<file path="config.mk">
export PLATFORM = sky130hd
export DESIGN_NAME = vdp_rem_unit
export DESIGN_NICKNAME = d
export VERILOG_FILES = /design/src/sv/vdp_pkg.sv /design/src/sv/vdp_rem_unit.sv
export SDC_FILE = /design/constraint.sdc
export NUM_CORES = 1
export LEC_CHECK = 0
export BUFFER_PORTS_ARGS = -buffer_cell sky130_fd_sc_hd__buf_2
export CAP_MARGIN = 20
export CORE_UTILIZATION = 57
export DETAILED_ROUTE_END_ITERATION = 7
export GPL_ROUTABILITY_DRIVEN = 0
export HOLD_SLACK_MARGIN = 0.15
export PLACE_DENSITY_LB_ADDON = 0.25
export SLEW_MARGIN = 30
export SYNTH_ARGS = -nofsm -noshare
export SYNTH_HDL_FRONTEND = slang
export SYNTH_SLANG_ARGS = --single-unit
</file>
<file path="constraint.sdc">
create_clock -name i_clk -period 2.7 [get_ports i_clk]
set_input_delay 0.135 -clock i_clk [delete_from_list [all_inputs] [get_ports i_clk]]
set_output_delay 0.135 -clock i_clk [all_outputs]
set_load 0.01 [all_outputs]
</file>
<file path="src/sv/vdp_pkg.sv">
// Shared types and constants of the video processor port and DMA engine.
// No dependencies; every other file imports it.
package vdp_pkg;

    localparam int REG_COUNT   = 24;
    localparam int REG_IDX_W   = $clog2(REG_COUNT);
    localparam int VRAM_BYTES  = 65536;
    localparam int VRAM_AW     = $clog2(VRAM_BYTES);
    localparam int CRAM_DEPTH  = 64;
    localparam int VSRAM_DEPTH = 40;

    // Item commands
    localparam logic [2:0] CMD_READ_BYTE  = 3'd0;
    localparam logic [2:0] CMD_READ_WORD  = 3'd1;
    localparam logic [2:0] CMD_WRITE_BYTE = 3'd2;
    localparam logic [2:0] CMD_WRITE_WORD = 3'd3;
    localparam logic [2:0] CMD_TICK       = 3'd4;

    // Access codes, low nibble
    localparam logic [3:0] CODE_VRAM_RD  = 4'd0;
    localparam logic [3:0] CODE_VRAM_WR  = 4'd1;
    localparam logic [3:0] CODE_CRAM_WR  = 4'd3;
    localparam logic [3:0] CODE_VSRAM_RD = 4'd4;
    localparam logic [3:0] CODE_VSRAM_WR = 4'd5;
    localparam logic [3:0] CODE_CRAM_RD  = 4'd8;

    // DMA modes (register 23, bits 7:6)
    localparam logic [1:0] DMA_FILL = 2'd2;
    localparam logic [1:0] DMA_COPY = 2'd3;

    // Mode register indexes
    localparam int REG_MODE1   = 0;
    localparam int REG_MODE2   = 1;
    localparam int REG_HINT    = 10;
    localparam int REG_AUTOINC = 15;
    localparam int REG_LEN_LO  = 19;
    localparam int REG_LEN_HI  = 20;
    localparam int REG_SRC_LO  = 21;
    localparam int REG_SRC_HI  = 22;
    localparam int REG_DMA     = 23;

    // Configuration register indexes
    localparam logic [1:0] CFG_PAL_MODE   = 2'd0;
    localparam logic [1:0] CFG_LINES_NTSC = 2'd1;
    localparam logic [1:0] CFG_LINES_PAL  = 2'd2;

    localparam logic [15:0] STATUS_BASE = 16'h0300;
    localparam logic [5:0]  VSRAM_MASK  = 6'h27;

    typedef struct packed {
        logic done;
        logic zero;
    } t_rem_status;

endpackage

</file>
<file path="src/sv/vdp_rem_unit.sv">
// Restoring remainder unit, one quotient bit per cycle (9-bit dividend).
// Depends on vdp_pkg for the status struct.
module vdp_rem_unit (
    input  logic                  i_clk,
    input  logic                  i_rst_n,
    input  logic                  i_start,
    input  logic [8:0]            i_dividend,
    input  logic [8:0]            i_divisor,
    output vdp_pkg::t_rem_status  o_status
);
    import vdp_pkg::*;

    logic       r_busy;
    logic [3:0] r_cnt;
    logic [8:0] r_num;
    logic [8:0] r_den;
    logic [7:0] r_rem;
    logic       r_done;
    logic       r_zero;
    logic [8:0] trial;
    logic [8:0] step;

    always_comb begin
        trial = {r_rem, r_num[8]};
        step  = (trial >= r_den) ? trial - r_den : trial;
    end

    always_ff @(posedge i_clk) begin
        if (!i_rst_n) begin
            r_busy <= 1'b0;
            r_done <= 1'b0;
            r_cnt  <= '0;
        end else begin
            r_done <= 1'b0;
            if (i_start) begin
                r_busy <= 1'b1;
                r_cnt  <= '0;
                r_num  <= i_dividend;
                r_den  <= i_divisor;
                r_rem  <= '0;
            end else if (r_busy) begin
                r_rem <= step[7:0];
                r_num <= {r_num[7:0], 1'b0};
                r_cnt <= r_cnt + 4'd1;
                if (r_cnt == 4'd8) begin
                    r_busy <= 1'b0;
                    r_done <= 1'b1;
                    r_zero <= (step == 9'd0);
                end
            end
        end
    end

    assign o_status.done = r_done;
    assign o_status.zero = r_zero;

endmodule

</file>
# After elaboration in Yosys (flattened, before gate mapping)
# Cells that the tools add are included.
# word_totals
ff_bits	33
inputBits	21
output_inout_bits	2
word_cells	29
# op_classes
add_sub_neg	2
n_lt_le_gt_ge	1
n_eq_ne	1
n_mux	8
n_bitwise	3
n_reduce_logical	7
# ops
cell	n
$mux W9	3
$ge A9 B9 Y1	1
$logic_not A9 Y1	1
$sub A9 B9 Y9	1
$mux W8	1
$add A4 B1 Y4 const B	1
$eq A4 B4 Y1 const B	1
$mux W1	4
$reduce_and A2 Y1	2
$reduce_and A4 Y1	1
$not A1 Y1	3
$reduce_or A3 Y1	1
$reduce_bool A2 Y1	1
$reduce_or A2 Y1	1

# Depth between registers and ports, before layout
# Gate-level depths: netlist of run 1.
# logic_depth
ltp_word	4
ltp_mapped	9
ltp_nobuf	9

# Worst setup path after synthesis of run 1
# Ideal clock, no wire load.
# synth_path
kind	register -> register
start	reg r_rem[5]
end	reg r_rem[2], data pin
setup_ps	266
arrival_ps	1691
required_time_ps	2434
path_slack_ps	743
path_stages_with_launch	9
path_buffers	1
period_less_slack_ps	1957
path_cell_list	edfxtp_1 -> ha_1 -> buf_6 -> a21oi_1 -> a21oi_1 -> a211oi_4 -> nand2_4 -> mux2i_1 -> nor2b_1
# synth_via
elab_chain_cells	3
# synth_lines
element	line	text
from (decl)	vdp_rem_unit.sv:17	logic [7:0] r_rem;
from (signal assigned)	vdp_rem_unit.sv:42	r_rem <= step[7:0];
$ge A9 B9 Y1	vdp_rem_unit.sv:25	step = (trial >= r_den) ? trial - r_den : trial;
$mux W9	vdp_rem_unit.sv:25	
$mux W8	vdp_rem_unit.sv:41	end else if (r_busy) begin
# Every way passes these cells. The select of a mux whose other input is x is not followed.
# A chain may end at the register's enable or synchronous reset.

# Final worst setup path of run 1
# layout_path
start	reg r_rem[5]
end	reg r_rem[7], data pin
# layout_via
elab_chain_cells	3
word_cells_on_any_way	4
cone_classes	1 x add/sub; 1 x order compare; 2 x mux
# layout_lines
element	line
$sub A9 B9 Y9 or $ge A9 B9 Y1 (tied branches)	vdp_rem_unit.sv:25
$mux W9 *	vdp_rem_unit.sv:25
$mux W8 *	vdp_rem_unit.sv:41
# Every way passes the cells marked *; elsewhere a longest branch is shown, timed or not. The select of a mux whose other input is x is not followed.

==> summary.txt, run 1 <==
Run status
  – Outcome: completed

Clocking
  – Total CTS buffers: 5
  – Clk Latency, worst-skew pair: 0.34 ns
  – Clk slew on worst S/H paths: 0.10 ns
  – H-tree depth: 2
  – TritonCTS clock tree: done
  – CTS sink count: 33
  – Root Driver: clkbuf_4
  – Clk buf depth: 2
  – Number of setup buffers added after CTS: 0

Synthesis
  – Synth Area per Inst: 11.5 um2
  – Synth warnings: 0
  – Synth top area cells: edfxtp_1, ha_1, dfxtp_1
  – Flops & latches, synth: 33
  – Area leader, netlist: edfxtp_1
  – Syn Std Cell Area: 0.00186 mm2
  – Async SR Flop Fraction: 0
  – Netlist cell types: 40
  – Sequential element share of the synthesized area: 0.501
  – Top FF cell, synth: edfxtp_1
  – Syn_nets: 194
  – Synthesized instance count: 161
  – Yosys top cell area share: 0.436
  – Number of synthesized flops with an enable pin: 27

Critical path
  – CP Capture Type: register
  – Crit Path Category: reg2reg
  – Startpoint types: register
  – Critical Path AT: 2.30 ns
  – Crit path max fanout: 10
  – Critical path data required time: 2.77 ns

Timing
  – Slew margin rel.: 0.490
  – Hold Vio Cnt, Final: 0
  – Crit share post-route: 0.824
  – Fmax: 449 MHz
  – RSZ-0062 raised after global routing: false
  – Final worst setup slack: 0.475 ns
  – Fin. max-slew vios: 0
  – Setup_tns: 0 ns
  – Setup violators final: 0
  – Fin crit period: 2.23 ns
  – Clk_skew: 0.0125 ns
  – Worst Tran Pin Value: 0.765 ns

Die
  – Num rows: 20
  – I/O pin total: 23
  – DIE WIDTH: 59.1 um
  – Die area: 0.00349 mm2
  – Core area: 0.00308 mm2
  – Initial Utilization: 0.604
  – Die Ht: 59.1 um

GRT
  – Gr usage total: 0.243
  – Initial antenna violation count: 0
  – First-pass GRT wire length: 6.00 mm
  – Pin count of the biggest net entering global routing: 21
  – Vias in the first global route: 1330
  – GR Overflow Total: 0

Drt
  – Highest Signal Layer: met4
  – Via count: 1365
  – Post-route ant nets: 0
  – Met3 WL post-DR: 143 um
  – Initial DRC Count: 120
  – Routed WL: 3.65 mm
  – Via density: 5.53
  – DRT Pass-1 Iters: 4
  – Met2 WL: 1.86 mm
  – Met1 WL: 1.57 mm
  – WL per Instance: 14.8 um
  – DRC: 0

Cells and area
  – Fin nets: 235
  – Synth-to-Final Area Change: 19.2%
  – Ant diodes: 0
  – Fillers: 235
  – Share of cells above drive strength 1: 0.197

Placement
  – Dpl hpwl: 2.47 mm
  – IO buf count: 22
  – Worst slack at placement: 0.516 ns

Power and ir drop
  – Overall Power: 0.00118 W
  – Cell Pwr Density: 532 mW/mm2
  – Leakage: 0.881 nW
  – VDD IR max: 429 uV

Run
  – MaxCap Viol Count: 0

Worst hold path
  – Hold Path Class: in2reg
==> flip-flops by register name, summed over array words and instances, names as in the netlist <==
| name | flops |
|---|---|
| r_num | 9 |
| r_zero | 1 |
| r_done | 1 |
| r_busy | 1 |
| r_cnt | 4 |
| r_den | 9 |
| r_rem | 8 |
==> area by class of cell <==
type | instances | area, um2 | share of cell area
tap | 44 | 55.1 | 0.0248
multi-input combinational | 108 | 838 | 0.378
timing repair buffer | 40 | 290 | 0.131
inverter | 14 | 52.6 | 0.0237
sequential | 33 | 931 | 0.420
clock buffer | 8 | 48.8 | 0.0220
==> critical path, cell delays in order (launching register included) <==
cell and delay [ns]:
edfxtp_1 0.45, ha_1 0.41, a21oi_1 0.16, a21oi_1 0.13
a211oi_4 0.38, nand2_4 0.16, mux2i_1 0.14, nor2b_1 0.13
==> cells by family after synthesis <==
logic type / share of synthesized area
DFF: 0.501
xor gates and xnor gates: 0.0377
buffers and inverters: 0.0484
AOI/OAI and AO/OA: 0.143
adders and majority gates: 0.0848
muxes: 0.0646
and+or+nand+nor: 0.121
==> layer usage <==
layer  vias to the layer above  GRT usage
met5                         -          0
met4                         0      0.109
met3                         9     0.0611
met2                        29      0.393
met1                       659      0.309
li1                        668          -
==> power breakdown <==
group | internal, W | leakage (nW) | total (W) | switching [W]
clock | 0.000104 | 0.0265 | 0.000267 | 0.000163
combinational | 0.000136 | 0.546 | 0.000303 | 0.000167
sequential | 0.000591 | 0.309 | 0.000610 | 0.0000187
==> placed cells by master (no fill, tap or decap), types with 3 or more instances in the layout <==
cell	n
ha_1	11
o21ai_1	3
xor2_1	7
nand2_1	7
nand3_1	6
inv_1	14
mux2_2	8
clkbuf_1	3
edfxtp_1	27
clkbuf_4	5
buf_2	22
nor3_1	3
nor2_1	11
a21oi_1	10
o21a_1	7
mux2i_1	3
dlygate4sd3_1	18
dfxtp_1	6
nand2b_1	3
==> final timing paths <==
check | from | end | slack, ns | cells after the start
setup / recovery | r_rem[5] | r_rem[7] | 0.47 | 7
hold / removal | i_rst_n | r_cnt[1] | 0.18 | 3
setup reg to reg | r_rem[5] | r_rem[7] | 0.47 | 7
hold reg to reg | r_cnt[3] | r_cnt[3] | 0.53 | 2
==> repair_timing <==
action	CTS	global route
setup endpoints to repair	0	0
resized for setup	0	0
hold buffers	18	0
endpoints found under the hold margin	18	0
==> metrics by stage <==
step | instances | area [um2] | utilization | hold WS, ns
3_5_place_dp | 221 | 1990 | 0.646 | 0.313
6_report | 247 | 2220 | 0.720 | 0.179
4_1_cts | 247 | 2220 | 0.720 | 0.175
3_3_place_gp | 221 | 1990 | 0.646 | 0.312
5_1_grt | 247 | 2220 | 0.720 | 0.199
2_1_floorplan | 161 | 1860 | - | 0.234
==> cell usage after synthesis, types with 6 or more instances <==
cell type  number
nand3_1         6
o21a_1          7
edfxtp_1       27
nor2_1         11
inv_1          14
mux2_2          8
nand2_1         7
ha_1           11
a21oi_1        10
xor2_1          7
dfxtp_1         6
Power figures use the tool's default switching activity.
==> run 2, diff against run 1 <==
- CORE_UTILIZATION: 57 -> 52
- clock period: 2.7 -> 1.8 ns (I/O delays scaled with it)
==> summary.txt, run 2 (synthesis results as in run 1) <==
Timing
  – Worst Tran Pin Value: 0.533 ns (was 0.765 ns)
  – RSZ-0062 raised after global routing: true (was false)
  – Crit share post-route: 1.18 (was 0.824)
  – Clk_skew: 0.00870 ns (was 0.0125 ns)
  – Setup_tns: -1.98 ns (was 0 ns)
  – Setup violators final: 9 (was 0)
  – Fin. max-slew vios: 0 (unchanged)
  – Fin crit period: 2.13 ns (was 2.23 ns)
  – Final worst setup slack: -0.326 ns (was 0.475 ns)
  – Fmax: 470 MHz (was 449 MHz)
  – Slew margin rel.: 0.645 (was 0.490)
  – Hold Vio Cnt, Final: 0 (unchanged)

Clocking
  – Root Driver: clkbuf_4 (unchanged)
  – Total CTS buffers: 5 (unchanged)
  – Clk Latency, worst-skew pair: 0.33 ns (was 0.34 ns)
  – Clk buf depth: 2 (unchanged)
  – CTS sink count: 33 (unchanged)
  – Clk slew on worst S/H paths: 0.10 ns (about the same)
  – H-tree depth: 2 (unchanged)
  – TritonCTS clock tree: done (unchanged)

Cells and area
  – Fillers: 168 (was 235)
  – Fin nets: 274 (was 235)
  – Most common cell after layout, fill and taps aside: buf_4 (was edfxtp_1)
  – Design Area, Final: 0.00273 mm2 (was 0.00222 mm2)
  – Share of cells above drive strength 1: 0.456 (was 0.197)
  – Ant diodes: 0 (unchanged)
  – Most frequent cells in the layout: buf_4, edfxtp_1, buf_2 (was edfxtp_1, buf_2, dlygate4sd3_1)
  – Top flop regs: r_den (9), r_num (9), r_rem (8) (unchanged)
  – Synth-to-Final Area Change: 47.0% (was 19.2%)
  – Post-Layout Cell Count: 287 (was 247)

Placement
  – Placed inst area: 0.00223 mm2 (was 0.00199 mm2)
  – IO buf count: 22 (unchanged)
  – Worst slack at placement: -0.324 ns (was 0.516 ns)
  – Dpl hpwl: 2.98 mm (was 2.47 mm)
  – Dpl cells: 252 (was 221)

Power and ir drop
  – Int Power: 0.00147 W (was 0.000831 W)
  – Cell Pwr Density: 779 mW/mm2 (was 532 mW/mm2)
  – Clk network pwr share: 0.196 (was 0.226)
  – VDD IR max: 506 uV (was 429 uV)
  – Seq pwr share: 0.431 (was 0.517)
  – Leakage: 1.10 nW (was 0.881 nW)
  – Combinational share of power: 0.372 (was 0.257)
  – Psw: 0.000658 W (was 0.000349 W)
  – Overall Power: 0.00213 W (was 0.00118 W)
  – Switching Fraction: 0.309 (was 0.296)

Critical path
  – Critical Path AT: 2.31 ns (was 2.30 ns)
  – Critical path cell sequence: inv_2, ha_4, fa_2, nand2b_4, a21oi_4, o21a_1, nor3_1, a211o_1, a21oi_2 (was ha_1, a21oi_1, a21oi_1, a211oi_4, nand2_4, mux2i_1, nor2b_1)
  – Critical path data required time: 1.98 ns (was 2.77 ns)
  – CP Capture Type: register (unchanged)
  – Slowest CP cell: edfxtp_1 (unchanged)
  – Crit Path Category: reg2reg (unchanged)
  – Crit-path max cell delay: 0.41 ns (was 0.45 ns)
  – Crit path max fanout: 2 (was 10)
  – Startpoint types: register (unchanged)

Die
  – Num rows: 21 (was 20)
  – Core area: 0.00339 mm2 (was 0.00308 mm2)
  – Die Ht: 61.8 um (was 59.1 um)
  – Initial Utilization: 0.549 (was 0.604)
  – I/O pin total: 23 (unchanged)
  – DIE WIDTH: 61.8 um (was 59.1 um)
  – Die area: 0.00382 mm2 (was 0.00349 mm2)

Drt
  – Post-route ant nets: 0 (unchanged)
  – WL per Instance: 18.6 um (was 14.8 um)
  – Met3 WL post-DR: 249 um (was 143 um)
  – Met2 WL: 2.85 mm (was 1.86 mm)
  – Highest Signal Layer: met4 (unchanged)
  – Met1 WL: 1.93 mm (was 1.57 mm)
  – Via density: 5.70 (was 5.53)
  – DRC: 0 (unchanged)
  – Via count: 1637 (was 1365)
  – Initial DRC Count: 106 (was 120)
  – DRT Pass-1 Iters: 4 (unchanged)
  – Routed WL: 5.34 mm (was 3.65 mm)

GRT
  – Initial antenna violation count: 0 (unchanged)
  – Pin count of the biggest net entering global routing: 21 (unchanged)
  – GR Overflow Total: 0 (unchanged)
  – First-pass GRT wire length: 7.98 mm (was 6.00 mm)
  – Gr usage total: 0.307 (was 0.243)
  – Vias in the first global route: 1707 (was 1330)

Run status
  – Outcome: complete, but fails checks (was completed)
  – Failing checks: negative setup slack

Run
  – MaxCap Viol Count: 0 (unchanged)

Worst hold path
  – Hold Path Class: in2reg (unchanged)
==> run 2: changes by cell type in the layout (fill, tap and decap cells not counted), sizes merged <==
cell | previous run | this run
buf | 22 | 60
clkbuf | 8 | 7
dlygate4sd3 | 18 | 19
==> run 2: timing repair <==
action | CTS | global route
setup buffers | 7 | 2
cloned | 0 | 0
endpoints found under the hold margin | 19 | 0
hold buffers | 19 | 0
resized for setup | 20 | 21
endpoints found under the setup margin | 9 | 9
pin swaps | 6 | 4
==> run 2: area by class of cell <==
| cell class | count | area (um2) | share of cell area |
|---|---|---|---|
| multi-input combinational | 108 | 1040 | 0.381 |
| sequential | 33 | 931 | 0.341 |
| timing repair buffer | 79 | 597 | 0.218 |
| tap | 46 | 57.6 | 0.0211 |
| clock buffer | 7 | 55.1 | 0.0201 |
| inverter | 14 | 52.6 | 0.0192 |
==> run 2: per-layer routing <==
metal  vias up  track usage
met5         -            0
met4         0        0.184
met3        27       0.0580
met2        60        0.564
met1       806        0.326
li1        744            -
==> run 2: power by group through the flow <==
stage | clock, W | combinational (W) | sequential (W)
3_5_place_dp | 0 | 0.000534 | 0.000930
5_1_grt | 0.000464 | 0.000836 | 0.000922
6_report | 0.000418 | 0.000793 | 0.000918
3_3_place_gp | 0 | 0.000509 | 0.000927
2_1_floorplan | 0 | 0.000341 | 0.000920
4_1_cts | 0.000426 | 0.000664 | 0.000913
==> run 2: stage by stage <==
step                      hold slack [ns]   util
after floorplan                     0.189      -
after global placement              0.266  0.658
after detailed placement            0.268  0.658
after CTS                           0.235  0.772
after global routing                0.264  0.807
final                               0.256  0.807
==> run 2: path summary, 6_finish.rpt <==
kind	start	endpoint	cells past startpoint	slack, ns
worst max-delay path	r_num[8]	r_rem[6]	9	-0.33
worst max register to register	r_num[8]	r_rem[6]	9	-0.33
worst min register to register	r_cnt[3]	r_cnt[3]	2	0.54
worst min-delay path	i_start	r_rem[2]	2	0.26
==> run 2: critical path: cells and delay by family (launching register included) <==
family	cells	cell delay (ns)
fa+ha+maj	2	0.51
flops	1	0.41
compound gates	4	0.73
buf+inv	1	0.06
simple gates	2	0.26
